## config.mk

```make
export PLATFORM = sky130hd
export DESIGN_NAME = polyline_ribbon_tessellator
export DESIGN_NICKNAME = d
export VERILOG_FILES = /design/src/prt_pkg.sv /design/src/polyline_ribbon_tessellator.sv
export SDC_FILE = /design/constraint.sdc
export NUM_CORES = 2
export LEC_CHECK = 0
export ABC_AREA = 1
export BUFFER_PORTS_ARGS = -buffer_cell sky130_fd_sc_hd__buf_2
export CAP_MARGIN = 5
export CORE_MARGIN = 3
export CORE_UTILIZATION = 60
export CTS_CLUSTER_DIAMETER = 120
export DETAILED_ROUTE_END_ITERATION = 16
export GPL_TIMING_DRIVEN = 0
export PLACE_DENSITY = 0.86
export SYNTH_ARGS = -nofsm -noshare
export SYNTH_HDL_FRONTEND = slang
export SYNTH_SLANG_ARGS = --single-unit
```

## constraint.sdc

```tcl
create_clock -name i_clk -period 12.2 [get_ports i_clk]
set_clock_uncertainty 0.15 [all_clocks]
set_input_delay 1.22 -clock i_clk [delete_from_list [all_inputs] [get_ports i_clk]]
set_output_delay 1.22 -clock i_clk [all_outputs]
set_load 0.005 [all_outputs]
```

## src/prt_pkg.sv

```systemverilog
// Package for the polyline ribbon tessellator.
// Holds the widths, the register indexes, the vertex kinds, the sequencer state type
// and the coordinate saturation. Used by polyline_ribbon_tessellator.
package prt_pkg;

    localparam int COORD_W   = 18;
    localparam int FRAC_BITS = 4;
    localparam int SAMPLE_W  = 16;
    localparam int VIEW_W    = 12;
    localparam int COUNT_W   = 13;
    localparam int INDEX_W   = 12;
    localparam int CFG_IDX_W = 3;
    localparam int CFG_DAT_W = 16;

    localparam int MUL_W     = 18;
    localparam int PROD_W    = 2 * MUL_W;
    localparam int NUM_W     = 40;
    localparam int SRC_W     = 54;
    localparam int ACC_W     = 32;
    localparam int ROOT_W    = 27;
    localparam int ITER_W    = 6;
    localparam int OFS_W     = 24;

    localparam logic [ITER_W-1:0] DIV_ITERS  = ITER_W'(NUM_W);
    localparam logic [ITER_W-1:0] ROOT_ITERS = ITER_W'(ROOT_W);

    localparam logic signed [OFS_W-1:0] CMAX = OFS_W'(131071);
    localparam logic signed [OFS_W-1:0] CMIN = -OFS_W'(131072);

    localparam logic [CFG_IDX_W-1:0] REG_RANGE_MIN = 3'd0;
    localparam logic [CFG_IDX_W-1:0] REG_RANGE_MAX = 3'd1;
    localparam logic [CFG_IDX_W-1:0] REG_VIEW_W    = 3'd2;
    localparam logic [CFG_IDX_W-1:0] REG_VIEW_H    = 3'd3;
    localparam logic [CFG_IDX_W-1:0] REG_STROKE_W  = 3'd4;
    localparam logic [CFG_IDX_W-1:0] REG_FILL_EN   = 3'd5;
    localparam logic [CFG_IDX_W-1:0] REG_COUNT     = 3'd6;

    localparam logic [1:0] KIND_FILL_TOP  = 2'd0;
    localparam logic [1:0] KIND_FILL_BASE = 2'd1;
    localparam logic [1:0] KIND_STROKE_P  = 2'd2;
    localparam logic [1:0] KIND_STROKE_M  = 2'd3;

    typedef enum logic [13:0] {
        ST_IDLE  = 14'b00000000000001,
        ST_YMUL  = 14'b00000000000010,
        ST_YDIV  = 14'b00000000000100,
        ST_XMUL  = 14'b00000000001000,
        ST_XDIV  = 14'b00000000010000,
        ST_PSEL  = 14'b00000000100000,
        ST_SQX   = 14'b00000001000000,
        ST_SQY   = 14'b00000010000000,
        ST_ROOT  = 14'b00000100000000,
        ST_OXMUL = 14'b00001000000000,
        ST_OXDIV = 14'b00010000000000,
        ST_OYMUL = 14'b00100000000000,
        ST_OYDIV = 14'b01000000000000,
        ST_EMIT  = 14'b10000000000000
    } t_state;

    // clip a wide signed coordinate to the 18 bit range
    function automatic logic signed [COORD_W-1:0] sat18(input logic signed [OFS_W-1:0] v);
        logic signed [COORD_W-1:0] r;
        if (v > CMAX) begin
            r = COORD_W'(CMAX);
        end else if (v < CMIN) begin
            r = COORD_W'(CMIN);
        end else begin
            r = v[COORD_W-1:0];
        end
        return r;
    endfunction

endpackage

```

## src/polyline_ribbon_tessellator.sv

```systemverilog
// Top level of the polyline ribbon tessellator: sample mapping, stroke normals, vertex output.
// Depends on prt_pkg for widths, codes, the state type and coordinate saturation.
//
// Channel   Dir  Handshake                         Payload
// s_axis    in   i_s_axis_tvalid/o_s_axis_tready   tdata[15:0] sample_value
// m_axis    out  o_m_axis_tvalid/i_m_axis_tready   tdata x,y; tuser kind; tlast run_last
// cfg       in   i_cfg_we                          i_cfg_idx register, i_cfg_data value
//
// Input: one word at a time. After acceptance the input ready stays low until the sequencer
// is back in idle: shortest on the first sample of a frame, longer on a mid-frame sample (one
// point) and longest on the last sample of a frame (two points), more with fill, plus any output
// stall. This is set by the shared radix-2 divide / square-root unit and the single registered
// 18x18 multiplier, used in turn under the sequencer.
// Reset: synchronous, active low; clears the sequencer, the frame index, the stored points, the
// output valid flag and loads the configuration defaults. Output stalls hold the sequencer.

module polyline_ribbon_tessellator
    import prt_pkg::*;
(
    input  logic                 i_clk,
    input  logic                 i_rst_n,
    input  logic                 i_s_axis_tvalid,
    output logic                 o_s_axis_tready,
    input  logic [15:0]          i_s_axis_tdata,   // [15:0] sample_value
    output logic                 o_m_axis_tvalid,
    input  logic                 i_m_axis_tready,
    output logic [39:0]          o_m_axis_tdata,   // [17:0] vertex_x, [35:18] vertex_y, pad
    output logic [1:0]           o_m_axis_tuser,   // [1:0] vertex_kind
    output logic                 o_m_axis_tlast,   // run_last
    input  logic                 i_cfg_we,
    input  logic [CFG_IDX_W-1:0] i_cfg_idx,
    input  logic [CFG_DAT_W-1:0] i_cfg_data
);

    // configuration
    logic signed [SAMPLE_W-1:0] r_rmin, r_rmax;
    logic [VIEW_W-1:0]          r_vw, r_vh, r_sw;
    logic                       r_fill;
    logic [COUNT_W-1:0]         r_cnt;

    // sequencer and frame state
    t_state                     r_st;
    logic [INDEX_W-1:0]         r_idx;
    logic signed [COORD_W-1:0]  r_prev_x, r_prev_y, r_old_x, r_old_y;
    logic signed [COORD_W-1:0]  r_cx, r_cy, r_px, r_py;
    logic signed [COORD_W:0]    r_dx, r_dy;
    logic signed [SAMPLE_W-1:0] r_sample;
    logic                       r_pt;
    logic [1:0]                 r_vk;
    logic signed [OFS_W-1:0]    r_ox, r_oy;

    // multiplier and shared divide / root unit
    logic [PROD_W-1:0]          r_prod;
    logic [PROD_W+1:0]          r_s;
    logic [ROOT_W-1:0]          r_root;
    logic [SRC_W-1:0]           r_src;
    logic [ACC_W-1:0]           r_acc, r_den;
    logic [NUM_W-1:0]           r_q;
    logic [ITER_W-1:0]          r_iter;
    logic                       r_ld, r_sqrt;

    // output word
    logic                       r_ov, r_olast;
    logic signed [COORD_W-1:0]  r_ox_out, r_oy_out;
    logic [1:0]                 r_okind;

    assign o_s_axis_tready = (r_st == ST_IDLE);
    assign o_m_axis_tvalid = r_ov;
    assign o_m_axis_tdata  = {4'b0000, r_oy_out, r_ox_out};
    assign o_m_axis_tuser  = r_okind;
    assign o_m_axis_tlast  = r_olast;

    // ---- sample mapping terms, from the held sample and the static configuration ----
    logic signed [SAMPLE_W-1:0] v_hi, v_cl;
    logic signed [SAMPLE_W:0]   num_s, span_s;
    logic [SAMPLE_W-1:0]        num_u, span_eff;
    logic [SAMPLE_W-1:0]        hf;
    logic [COUNT_W-1:0]         cnt_c;
    logic [INDEX_W-1:0]         cntm1;
    logic                       last_item;

    always_comb begin
        v_hi   = (r_sample > r_rmax) ? r_rmax : r_sample;
        v_cl   = (v_hi < r_rmin) ? r_rmin : v_hi;
        num_s  = (SAMPLE_W+1)'(v_cl) - (SAMPLE_W+1)'(r_rmin);
        num_u  = num_s[SAMPLE_W-1:0];
        span_s = (SAMPLE_W+1)'(r_rmax) - (SAMPLE_W+1)'(r_rmin);
        // a flat or inverted range divides by one; the sample then sits at zero anyway
        span_eff = (span_s <= 0) ? SAMPLE_W'(1) : span_s[SAMPLE_W-1:0];
        hf     = {r_vh, {FRAC_BITS{1'b0}}};
        if (r_cnt < COUNT_W'(2)) begin
            cnt_c = COUNT_W'(2);
        end else if (r_cnt > COUNT_W'(4096)) begin
            cnt_c = COUNT_W'(4096);
        end else begin
            cnt_c = r_cnt;
        end
        cntm1     = INDEX_W'(cnt_c - COUNT_W'(1));
        last_item = (r_idx >= cntm1);
    end

    // ---- magnitudes for the multiplier ----
    logic signed [COORD_W:0] ndx, ndy;
    logic [MUL_W-1:0]        adx, ady, mul_a, mul_b;

    always_comb begin
        ndx = -r_dx;
        ndy = -r_dy;
        adx = r_dx[COORD_W] ? ndx[MUL_W-1:0] : r_dx[MUL_W-1:0];
        ady = r_dy[COORD_W] ? ndy[MUL_W-1:0] : r_dy[MUL_W-1:0];
        case (r_st)
            ST_YMUL: begin
                mul_a = MUL_W'(num_u);
                mul_b = MUL_W'(hf);
            end
            ST_XMUL: begin
                mul_a = MUL_W'(r_idx);
                mul_b = MUL_W'(r_vw);
            end
            ST_SQX: begin
                mul_a = adx;
                mul_b = adx;
            end
            ST_SQY: begin
                mul_a = ady;
                mul_b = ady;
            end
            ST_OXMUL: begin
                mul_a = ady;
                mul_b = MUL_W'(r_sw);
            end
            ST_OYMUL: begin
                mul_a = adx;
                mul_b = MUL_W'(r_sw);
            end
            default: begin
                mul_a = '0;
                mul_b = '0;
            end
        endcase
    end

    // ---- shared unit: one restoring divide bit or one root digit a cycle ----
    logic [ACC_W-1:0] sh_acc, oper;
    logic [ACC_W:0]   diff;
    logic             ge;

    always_comb begin
        if (r_sqrt) begin
            sh_acc = {r_acc[ACC_W-3:0], r_src[SRC_W-1:SRC_W-2]};
            oper   = {r_q[ACC_W-3:0], 2'b01};
        end else begin
            sh_acc = {r_acc[ACC_W-2:0], r_src[SRC_W-1]};
            oper   = r_den;
        end
        diff = {1'b0, sh_acc} - {1'b0, oper};
        ge   = ~diff[ACC_W];
    end

    // operand loads for the unit; a rounded divide runs as (2m + d) / (2d)
    logic [ACC_W-1:0] den_y, den_x, den_o;
    logic [NUM_W-1:0] nsum_y, nsum_x, nsum_o;
    logic [PROD_W+1:0] s_sum;

    always_comb begin
        den_y  = ACC_W'({span_eff, 1'b0});
        den_x  = ACC_W'({cntm1, 1'b0});
        den_o  = ACC_W'({r_root, 1'b0});
        nsum_y = (NUM_W'(r_prod) << 1) + NUM_W'(span_eff);
        nsum_x = (NUM_W'(r_prod) << (FRAC_BITS + 1)) + NUM_W'(cntm1);
        nsum_o = (NUM_W'(r_prod) << 8) + NUM_W'(r_root);
        s_sum  = r_s + (PROD_W+2)'(r_prod);
    end

    // ---- point selection and vertex values ----
    logic signed [COORD_W-1:0] sel_px, sel_py, sel_bx, sel_by;
    logic signed [COORD_W:0]   sel_dx, sel_dy;
    logic signed [OFS_W-1:0]   q_pos, q_neg;
    logic signed [COORD_W-1:0] vx, vy;
    logic                      slot_free, pt_final;

    always_comb begin
        if (r_pt) begin
            sel_px = r_cx;
            sel_py = r_cy;
            sel_bx = r_prev_x;
            sel_by = r_prev_y;
        end else begin
            sel_px = r_prev_x;
            sel_py = r_prev_y;
            sel_bx = (r_idx == INDEX_W'(1)) ? r_prev_x : r_old_x;
            sel_by = (r_idx == INDEX_W'(1)) ? r_prev_y : r_old_y;
        end
        sel_dx = (COORD_W+1)'(r_cx) - (COORD_W+1)'(sel_bx);
        sel_dy = (COORD_W+1)'(r_cy) - (COORD_W+1)'(sel_by);
        if (r_pt) begin
            sel_dx = (COORD_W+1)'(r_cx) - (COORD_W+1)'(r_prev_x);
            sel_dy = (COORD_W+1)'(r_cy) - (COORD_W+1)'(r_prev_y);
        end

        q_pos = OFS_W'(r_q[19:0]);
        q_neg = -q_pos;

        case (r_vk)
            KIND_FILL_TOP: begin
                vx = r_px;
                vy = r_py;
            end
            KIND_FILL_BASE: begin
                vx = r_px;
                vy = COORD_W'(hf);
            end
            KIND_STROKE_P: begin
                vx = sat18(OFS_W'(r_px) + r_ox);
                vy = sat18(OFS_W'(r_py) + r_oy);
            end
            default: begin
                vx = sat18(OFS_W'(r_px) - r_ox);
                vy = sat18(OFS_W'(r_py) - r_oy);
            end
        endcase

        slot_free = ~r_ov | i_m_axis_tready;
        pt_final  = r_pt | ~last_item;
    end

    // ---- configuration writes ----
    always_ff @(posedge i_clk) begin
        if (!i_rst_n) begin
            r_rmin <= -16'sd32768;
            r_rmax <= 16'sd32767;
            r_vw   <= VIEW_W'(640);
            r_vh   <= VIEW_W'(480);
            r_sw   <= VIEW_W'(16);
            r_fill <= 1'b0;
            r_cnt  <= COUNT_W'(2);
        end else if (i_cfg_we) begin
            case (i_cfg_idx)
                REG_RANGE_MIN: r_rmin <= i_cfg_data;
                REG_RANGE_MAX: r_rmax <= i_cfg_data;
                REG_VIEW_W:    r_vw   <= i_cfg_data[VIEW_W-1:0];
                REG_VIEW_H:    r_vh   <= i_cfg_data[VIEW_W-1:0];
                REG_STROKE_W:  r_sw   <= i_cfg_data[VIEW_W-1:0];
                REG_FILL_EN:   r_fill <= i_cfg_data[0];
                REG_COUNT:     r_cnt  <= i_cfg_data[COUNT_W-1:0];
                default: ;
            endcase
        end
    end

    // ---- multiplier, always registered ----
    always_ff @(posedge i_clk) begin
        r_prod <= mul_a * mul_b;
    end

    // ---- sequencer ----
    logic unit_done;
    assign unit_done = ~r_ld & (r_iter == '0);

    always_ff @(posedge i_clk) begin
        if (!i_rst_n) begin
            r_st     <= ST_IDLE;
            r_idx    <= '0;
            r_prev_x <= '0;
            r_prev_y <= '0;
            r_old_x  <= '0;
            r_old_y  <= '0;
            r_ov     <= 1'b0;
            r_ld     <= 1'b0;
            r_iter   <= '0;
        end else begin
            // drain the output word when taken; the emit state refills it itself
            if (r_ov && i_m_axis_tready && r_st != ST_EMIT) begin
                r_ov <= 1'b0;
            end

            // advance the shared unit
            if (r_ld) begin
                r_ld <= 1'b0;
            end else if (r_iter != '0) begin
                r_acc  <= ge ? diff[ACC_W-1:0] : sh_acc;
                r_q    <= {r_q[NUM_W-2:0], ge};
                r_src  <= r_sqrt ? (r_src << 2) : (r_src << 1);
                r_iter <= r_iter - ITER_W'(1);
            end

            case (r_st)
                ST_IDLE: begin
                    if (i_s_axis_tvalid) begin
                        r_sample <= i_s_axis_tdata;
                        r_st     <= ST_YMUL;
                    end
                end
                ST_YMUL: begin
                    r_ld <= 1'b1;
                    r_st <= ST_YDIV;
                end
                ST_YDIV: begin
                    if (r_ld) begin
                        r_src  <= {nsum_y, {(SRC_W-NUM_W){1'b0}}};
                        r_den  <= den_y;
                        r_acc  <= '0;
                        r_q    <= '0;
                        r_sqrt <= 1'b0;
                        r_iter <= DIV_ITERS;
                    end else if (unit_done) begin
                        r_cy <= COORD_W'({2'b00, hf}) - r_q[COORD_W-1:0];
                        r_st <= ST_XMUL;
                    end
                end
                ST_XMUL: begin
                    r_ld <= 1'b1;
                    r_st <= ST_XDIV;
                end
                ST_XDIV: begin
                    if (r_ld) begin
                        r_src  <= {nsum_x, {(SRC_W-NUM_W){1'b0}}};
                        r_den  <= den_x;
                        r_acc  <= '0;
                        r_q    <= '0;
                        r_sqrt <= 1'b0;
                        r_iter <= DIV_ITERS;
                    end else if (unit_done) begin
                        r_cx <= (r_q > NUM_W'(CMAX)) ? COORD_W'(CMAX) : r_q[COORD_W-1:0];
                        if (r_idx == '0) begin
                            // first sample of a frame: store the point, emit nothing
                            r_prev_x <= (r_q > NUM_W'(CMAX)) ? COORD_W'(CMAX)
                                                            : r_q[COORD_W-1:0];
                            r_prev_y <= r_cy;
                            r_idx    <= INDEX_W'(1);
                            r_st     <= ST_IDLE;
                        end else begin
                            r_pt <= 1'b0;
                            r_st <= ST_PSEL;
                        end
                    end
                end
                ST_PSEL: begin
                    r_px <= sel_px;
                    r_py <= sel_py;
                    // a zero direction stands for (1,0)
                    if (sel_dx == '0 && sel_dy == '0) begin
                        r_dx <= (COORD_W+1)'(1);
                        r_dy <= '0;
                    end else begin
                        r_dx <= sel_dx;
                        r_dy <= sel_dy;
                    end
                    r_st <= ST_SQX;
                end
                ST_SQX: begin
                    r_st <= ST_SQY;
                end
                ST_SQY: begin
                    r_s  <= (PROD_W+2)'(r_prod);
                    r_ld <= 1'b1;
                    r_st <= ST_ROOT;
                end
                ST_ROOT: begin
                    if (r_ld) begin
                        r_src  <= {s_sum, 16'h0000};
                        r_acc  <= '0;
                        r_q    <= '0;
                        r_sqrt <= 1'b1;
                        r_iter <= ROOT_ITERS;
                    end else if (unit_done) begin
                        r_root <= r_q[ROOT_W-1:0];
                        r_st   <= ST_OXMUL;
                    end
                end
                ST_OXMUL: begin
                    r_ld <= 1'b1;
                    r_st <= ST_OXDIV;
                end
                ST_OXDIV: begin
                    if (r_ld) begin
                        r_src  <= {nsum_o, {(SRC_W-NUM_W){1'b0}}};
                        r_den  <= den_o;
                        r_acc  <= '0;
                        r_q    <= '0;
                        r_sqrt <= 1'b0;
                        r_iter <= DIV_ITERS;
                    end else if (unit_done) begin
                        // normal x runs along -dy
                        r_ox <= (r_dy > 0) ? q_neg : q_pos;
                        r_st <= ST_OYMUL;
                    end
                end
                ST_OYMUL: begin
                    r_ld <= 1'b1;
                    r_st <= ST_OYDIV;
                end
                ST_OYDIV: begin
                    if (r_ld) begin
                        r_src  <= {nsum_o, {(SRC_W-NUM_W){1'b0}}};
                        r_den  <= den_o;
                        r_acc  <= '0;
                        r_q    <= '0;
                        r_sqrt <= 1'b0;
                        r_iter <= DIV_ITERS;
                    end else if (unit_done) begin
                        r_oy <= (r_dx < 0) ? q_neg : q_pos;
                        r_vk <= r_fill ? KIND_FILL_TOP : KIND_STROKE_P;
                        r_st <= ST_EMIT;
                    end
                end
                ST_EMIT: begin
                    if (slot_free) begin
                        r_ov     <= 1'b1;
                        r_ox_out <= vx;
                        r_oy_out <= vy;
                        r_okind  <= r_vk;
                        r_olast  <= (r_vk == KIND_STROKE_M) && pt_final;
                        r_vk     <= r_vk + 2'd1;
                        if (r_vk == KIND_STROKE_M) begin
                            if (!pt_final) begin
                                r_pt <= 1'b1;
                                r_st <= ST_PSEL;
                            end else begin
                                // shift the point history and step the frame index
                                r_old_x  <= r_prev_x;
                                r_old_y  <= r_prev_y;
                                r_prev_x <= r_cx;
                                r_prev_y <= r_cy;
                                r_idx    <= last_item ? '0 : r_idx + INDEX_W'(1);
                                r_st     <= ST_IDLE;
                            end
                        end
                    end else if (r_ov && i_m_axis_tready) begin
                        r_ov <= 1'b0;
                    end
                end
                default: begin
                    r_st <= ST_IDLE;
                end
            endcase
        end
    end

endmodule

```

Word-level counts from Yosys, hierarchy flattened:

Cells that the tools add are included.

* flip-flop bits (word level): 662
* bits of input ports: 40
* output and inout port bits: 45
* word-level logic and storage cells: 298

* bitwise gates (word level): 7
* $add $sub $neg: 23
* multiplexer cells: 116
* reductions and logical operators: 46
* eq/ne operators: 47
* $lt $le $gt $ge: 17
* multiply operators: 1

Operator list (count)
* 2-to-1 mux 18 bit: 29
* 2-to-1 mux 54 bit: 7
* 2-to-1 mux 32 bit: 10
* case mux 54 bit (4 select lines): 1
* case mux 14 bit (14 select lines): 1
* 2-to-1 mux 14 bit: 13
* 2-to-1 mux 40 bit: 4
* 2-to-1 mux 12 bit: 9
* case mux 18 bit (2 select lines): 3
* greater-than comparator 24 x 18 -> 1 bit (second input constant): 4
* < comparator 24 x 18 -> 1 bit (second input constant): 4
* case mux 32 bit (3 select lines): 1
* case mux 18 bit (5 select lines): 1
* subtractor 18 x 18 -> 19 bit: 4
* case mux 18 bit (4 select lines): 1
* case mux 18 bit (3 select lines): 1
* adder 18 x 24 -> 24 bit: 2
* 2-to-1 mux 16 bit: 3
* subtractor 18 x 24 -> 24 bit: 2
* adder 40 x 12 -> 40 bit: 1
* adder 40 x 27 -> 40 bit: 1
* greater-than comparator 40 x 17 -> 1 bit (second input constant): 1
* 2-to-1 mux 20 bit: 2
* inequality test 2 bit (second input constant): 20
* 73 further kinds: 132

Logic depth before layout (Yosys ltp):

* depth after elaboration: 11
* gate-level depth with buffers: 69

Worst setup path after synthesis:

Ideal clock, no wire load.

* path kind: register -> register
* start: register r_sample[15]
* end: register r_prod[33]
* setup slack: 1404 ps
* required time: 11923 ps
* data arrival time: 10519 ps
* library setup time: 127 ps
* cell stages (with the launch flop): 60
* path through: edfxtp_1 ha_1 nand2_1 nor3_1 nand2_1 nand2_1 nand2_1 nand3_1 clkbuf_1 clkbuf_1 nand2_1 o21ai_0 ha_1 a21oi_1 nand3b_1 a21oi_1 a2111oi_0 nand2_1 (+24 left out) fa_1 inv_1 fa_1 fa_1 fa_1 inv_1 fa_1 inv_1 ha_1 a21oi_1 inv_1 nor2_1 o21ai_1 a21boi_0 o21bai_1 a31oi_1 o21ai_0 xor2_1

* word-level cells in the longest chain between the ends: 7

Ends and longest elaborated chain
* from (decl): RTL line polyline_ribbon_tessellator.sv:47 `logic signed [SAMPLE_W-1:0] r_sample;`
* from (signal assigned): RTL line polyline_ribbon_tessellator.sv:290 `r_sample <= i_s_axis_tdata;`
* greater-than comparator 16 bit: RTL line polyline_ribbon_tessellator.sv:83 `v_hi = (r_sample > r_rmax) ? r_rmax : r_sample;`
* 2-to-1 mux 16 bit *: RTL line polyline_ribbon_tessellator.sv:83
* < comparator 16 bit: RTL line polyline_ribbon_tessellator.sv:84 `v_cl = (v_hi < r_rmin) ? r_rmin : v_hi;`
* 2-to-1 mux 16 bit *: RTL line polyline_ribbon_tessellator.sv:84
* subtractor 16 bit *: RTL line polyline_ribbon_tessellator.sv:85 `num_s = (SAMPLE_W+1)'(v_cl) - (SAMPLE_W+1)'(r_rmin);`
* case mux 18 bit (4 select lines) *: RTL line polyline_ribbon_tessellator.sv:111 `case (r_st)`
* multiplier 18 x 18 -> 36 bit *: RTL line polyline_ribbon_tessellator.sv:253 `r_prod <= mul_a * mul_b;`
* to (signal assigned): RTL line polyline_ribbon_tessellator.sv:253
* to (decl): RTL line polyline_ribbon_tessellator.sv:53 `logic [PROD_W-1:0] r_prod;`

Every way passes the cells marked *; elsewhere a longest branch is shown, timed or not.
A chain may end at the register's enable or synchronous reset.

Worst setup path in the final report:

* start: register r_rmax[11]
* end: register r_prod[35]

* word-level cells in the longest chain between the ends: 7

Ends and longest elaborated chain
* from (decl): RTL line polyline_ribbon_tessellator.sv:36 `logic signed [SAMPLE_W-1:0] r_rmin, r_rmax;`
* from (signal assigned): RTL line polyline_ribbon_tessellator.sv:240 `REG_RANGE_MAX: r_rmax <= i_cfg_data;`
* greater-than comparator 16 bit: RTL line polyline_ribbon_tessellator.sv:83
* 2-to-1 mux 16 bit *: RTL line polyline_ribbon_tessellator.sv:83
* < comparator 16 bit: RTL line polyline_ribbon_tessellator.sv:84
* 2-to-1 mux 16 bit *: RTL line polyline_ribbon_tessellator.sv:84
* subtractor 16 bit *: RTL line polyline_ribbon_tessellator.sv:85
* case mux 18 bit (4 select lines) *: RTL line polyline_ribbon_tessellator.sv:111
* multiplier 18 x 18 -> 36 bit *: RTL line polyline_ribbon_tessellator.sv:253

Marks and branches as above.

==> metrics.txt <==
result of the run complete, no violations; DRC violation count after routing 0; top cells by count, synth nand2_1 (1512), inv_1 (1176), nor2_1 (654); HPWL after DPL between 150 and 200 mm; worst-path fanout max 10; Crit Reg-Reg Startpoint r_rmax[11]; worst max-slew margin expressed relative to the limit a little under 10%; wirelength, routed just under 200 mm; Clock Latency Late Sink about 0.66 ns; Pins Over Slew Limit 0; multi-input gate area in the final layout approximately 0.035 mm²; number of storage elements in the synthesis netlist between 600 and 700; Final setup viols 0; clock slew seen by the registers of the worst setup and hold paths approximately 0.060 ns; start point of the worst min-delay path r_old_y[0]; first-pass GRT wire length between 200 and 300 mm; share of the clock period used by the worst path after layout a little over nine tenths; predominant post-synthesis flop cell edfxtp_1; Lkg Pwr roughly 28 nW; proportion of register bits with asynchronous set or reset after synthesis 0%; CTS max path bufs 3; CTS Hold Buffers Added 0; setup ws final around 0.48 ns; cell row count 113; initial antenna violation count 7; data arrival time of the worst path roughly 12 ns; count of routing violations after the opening detailed-route iteration 7322; worst setup path class reg -> reg; area occupied by registers about 0.017 mm²; cell with the largest stage delay on the worst path fa_1; max-capacitance violation count 0; routed via count approximately 56000; global routing usage summed across all routing layers between 30% and 40%; Root Buffer clkbuf_16; Filler Cells Inserted approximately 7800; fraction of the yosys area taken by sequential cells a little under a third; count of flip-flops with a built-in enable after synthesis between 400 and 500; final hold slack between 0.3 and 0.4 ns; cell type contributing the most total cell area after synthesis edfxtp_1; Synth-to-Final Area Change 8.81%; initial core utilization 60.6%; H-tree depth 3; worst r2r path cells 59; # IOs 85; cell area after technology mapping just under 0.06 mm²; count of cell types in the netlist 80; cell count after placement 8924; length of the first detailed-routing pass in iterations 8; worst hold-check path type reg -> reg; most frequent CP cell nand2_1; die area 0.0999 mm²; final weighted congestion in routability-driven placement between 1 and 1.5; highest clock rate 0.0853 GHz; power density of the placed cells ~130 mW/mm²; final worst path period need roughly 12 ns; count of buffers inserted at the top-level ports 80; Slew @ Worst Pin 1.34 ns; most frequent cell after synthesis nand2_1; endpoint of the most critical register-to-register path r_prod[35]; number of nets still failing antenna checks after routing 0; delay-heaviest family, CP adder cells; width of the chip between 300 and 400 µm; core region area between 0.09 and 0.1 mm²; post-synthesis cell count approximately 7600; share of Yosys cell area claimed by the top area cell type 22.5%; number of cells in the finished layout apart from fillers ~9000; number of hold violations in the final report 0; Worst EP required between 10 and 15 ns; count of cell instances traversed by the critical path roughly 60; total congestion overflow 0; routed wirelength normalized by instance count roughly 22 µm; CP bufs+invs 11; pin count of the biggest net entering global routing between 90 and 100; clock sink total 656; height of the die around 320 µm; top cells by area, synth edfxtp_1 (22%), nand2_1 (9.8%), ha_1 (9.7%); Warnings, synthesis 0; pre-CTS setup slack -0.780 ns; via density per instance approximately 6.2; final net count 8500; CTS buffer count 74; Min-Delay Endpoint r_old_y[0]; kind of end point of the critical path flop; cell depth of the worst hold path 2; reg-to-reg setup timing slack ~0.48 ns; startpoint class of the critical path flop; vias in the first global route between 50000 and 60000; largest stage delay on the critical path around 0.59 ns; total design power around 8.4 mW; clock tree from TritonCTS built; antenna cells 0; worst voltage drop across the vdd grid about 130 µV; fraction of the core area covered by cells at the end of the flow 65.9%; mean area per synthesized cell 7.63 µm²; ratio of cells with drive above 1 in the final layout roughly 6.5%
## how the worst max path moves through the flow
| stage | startpoint | to |
|---|---|---|
| 2_1_floorplan | r_sample[15] | r_prod[33] |
| 3_3_place_gp | r_rmax[15] | r_prod[35] |
| 3_5_place_dp | r_rmax[15] | r_prod[33] |
| 4_1_cts | r_rmax[15] | r_prod[33] |
| 5_1_grt | r_rmax[15] | r_prod[33] |
| 6_report | r_rmax[11] | r_prod[35] |
## power breakdown
part | switching, mW | internal [mW]
clock network | 0.973 | 1.39
logic | 2.05 | 0.939
registers | 0.245 | 2.80
## cell families (layout without fill, tap and decap cells)
| kind of cell | Yosys count | count (layout) | synth area share, % |
|---|---|---|---|
| simple gates | 2742 | 2742 | 19.8 |
| fa+ha+maj | 715 | 715 | 19.0 |
| compound gates | 1675 | 1675 | 16.6 |
| flops | 656 | 656 | 30.3 |
| xor+xnor | 278 | 278 | 4.23 |
| buf+inv | 1494 | 1730 | 10.0 |
| other cells | 1 | 5 | 0.00650 |
## registers in the layout, summed over array words and instances, names as in the netlist, 19 cells and up
register / count
r_dy: 19
r_prod: 36
r_q: 40
r_acc: 31
r_dx: 19
r_s: 36
r_oy: 24
r_root: 27
r_src: 54
r_ox: 24
r_den: 27
## cell type report
class	instances	share of cell area, %
Multi-Input combinational cell	5415	55.2
Sequential cell	656	27.8
Inverter	1228	7.36
Clock buffer	98	3.39
Tap cell	1265	2.52
Buffer	266	1.91
Timing Repair Buffer	104	1.09
Clock inverter	34	0.656
## layout by cell type (no fill, tap or decap), types with 17 or more instances in the layout
cell type and n:
a211oi_1 62, a21oi_1 601, a31oi_1 75, buf_2 134, buf_4 32, clkbuf_1 176, clkbuf_16 80, clkinv_1 17
dfxtp_1 223, edfxtp_1 432, fa_1 267, ha_1 441, inv_1 1175, inv_2 37, nand2_1 1511, nand3_1 275
nand4_1 51, nor2_1 646, nor2_2 25, nor3_1 100, nor4_1 35, o211ai_1 91, o21ai_0 581, o21ai_1 36
o21bai_1 38, or2_2 35, xnor2_1 57, xor2_1 220
## per-layer routing
metal	GRT usage [%]	up-vias	share of wire (%)
li1	-	25341	-
met3	7.94	840	12
met4	21.9	6	6.9
met2	61.4	3767	44
met5	0	-	0.021
met1	50.1	25850	37
## worst register-to-register path: cells and delay by family, from the launching register on
family / cells / cell delay [ns]
adder cells (fa/ha/maj): 11 / 4.67
XOR/XNOR: 1 / 0.20
AND/OR/NAND/NOR: 19 / 2.12
flip-flops: 1 / 0.39
AO/OA/AOI/OAI: 17 / 2.91
buffers and inverters: 11 / 1.20
## per-stage QoR
step	area, µm²	TNS [ns]
after global placement	59700	-1.56
after floorplan	57700	0
final	62800	0
after CTS	62500	0
after detailed placement	59900	-4.75
after global routing	62800	-0.120
## repair_timing
action	4_1_cts	5_1_grt
pin swaps	1	12
cloned	0	0
hold endpoints to repair	0	0
setup endpoints to repair	15	18
gates resized for setup	14	58
setup buffers	2	7
(Power assumes the default switching activity.)
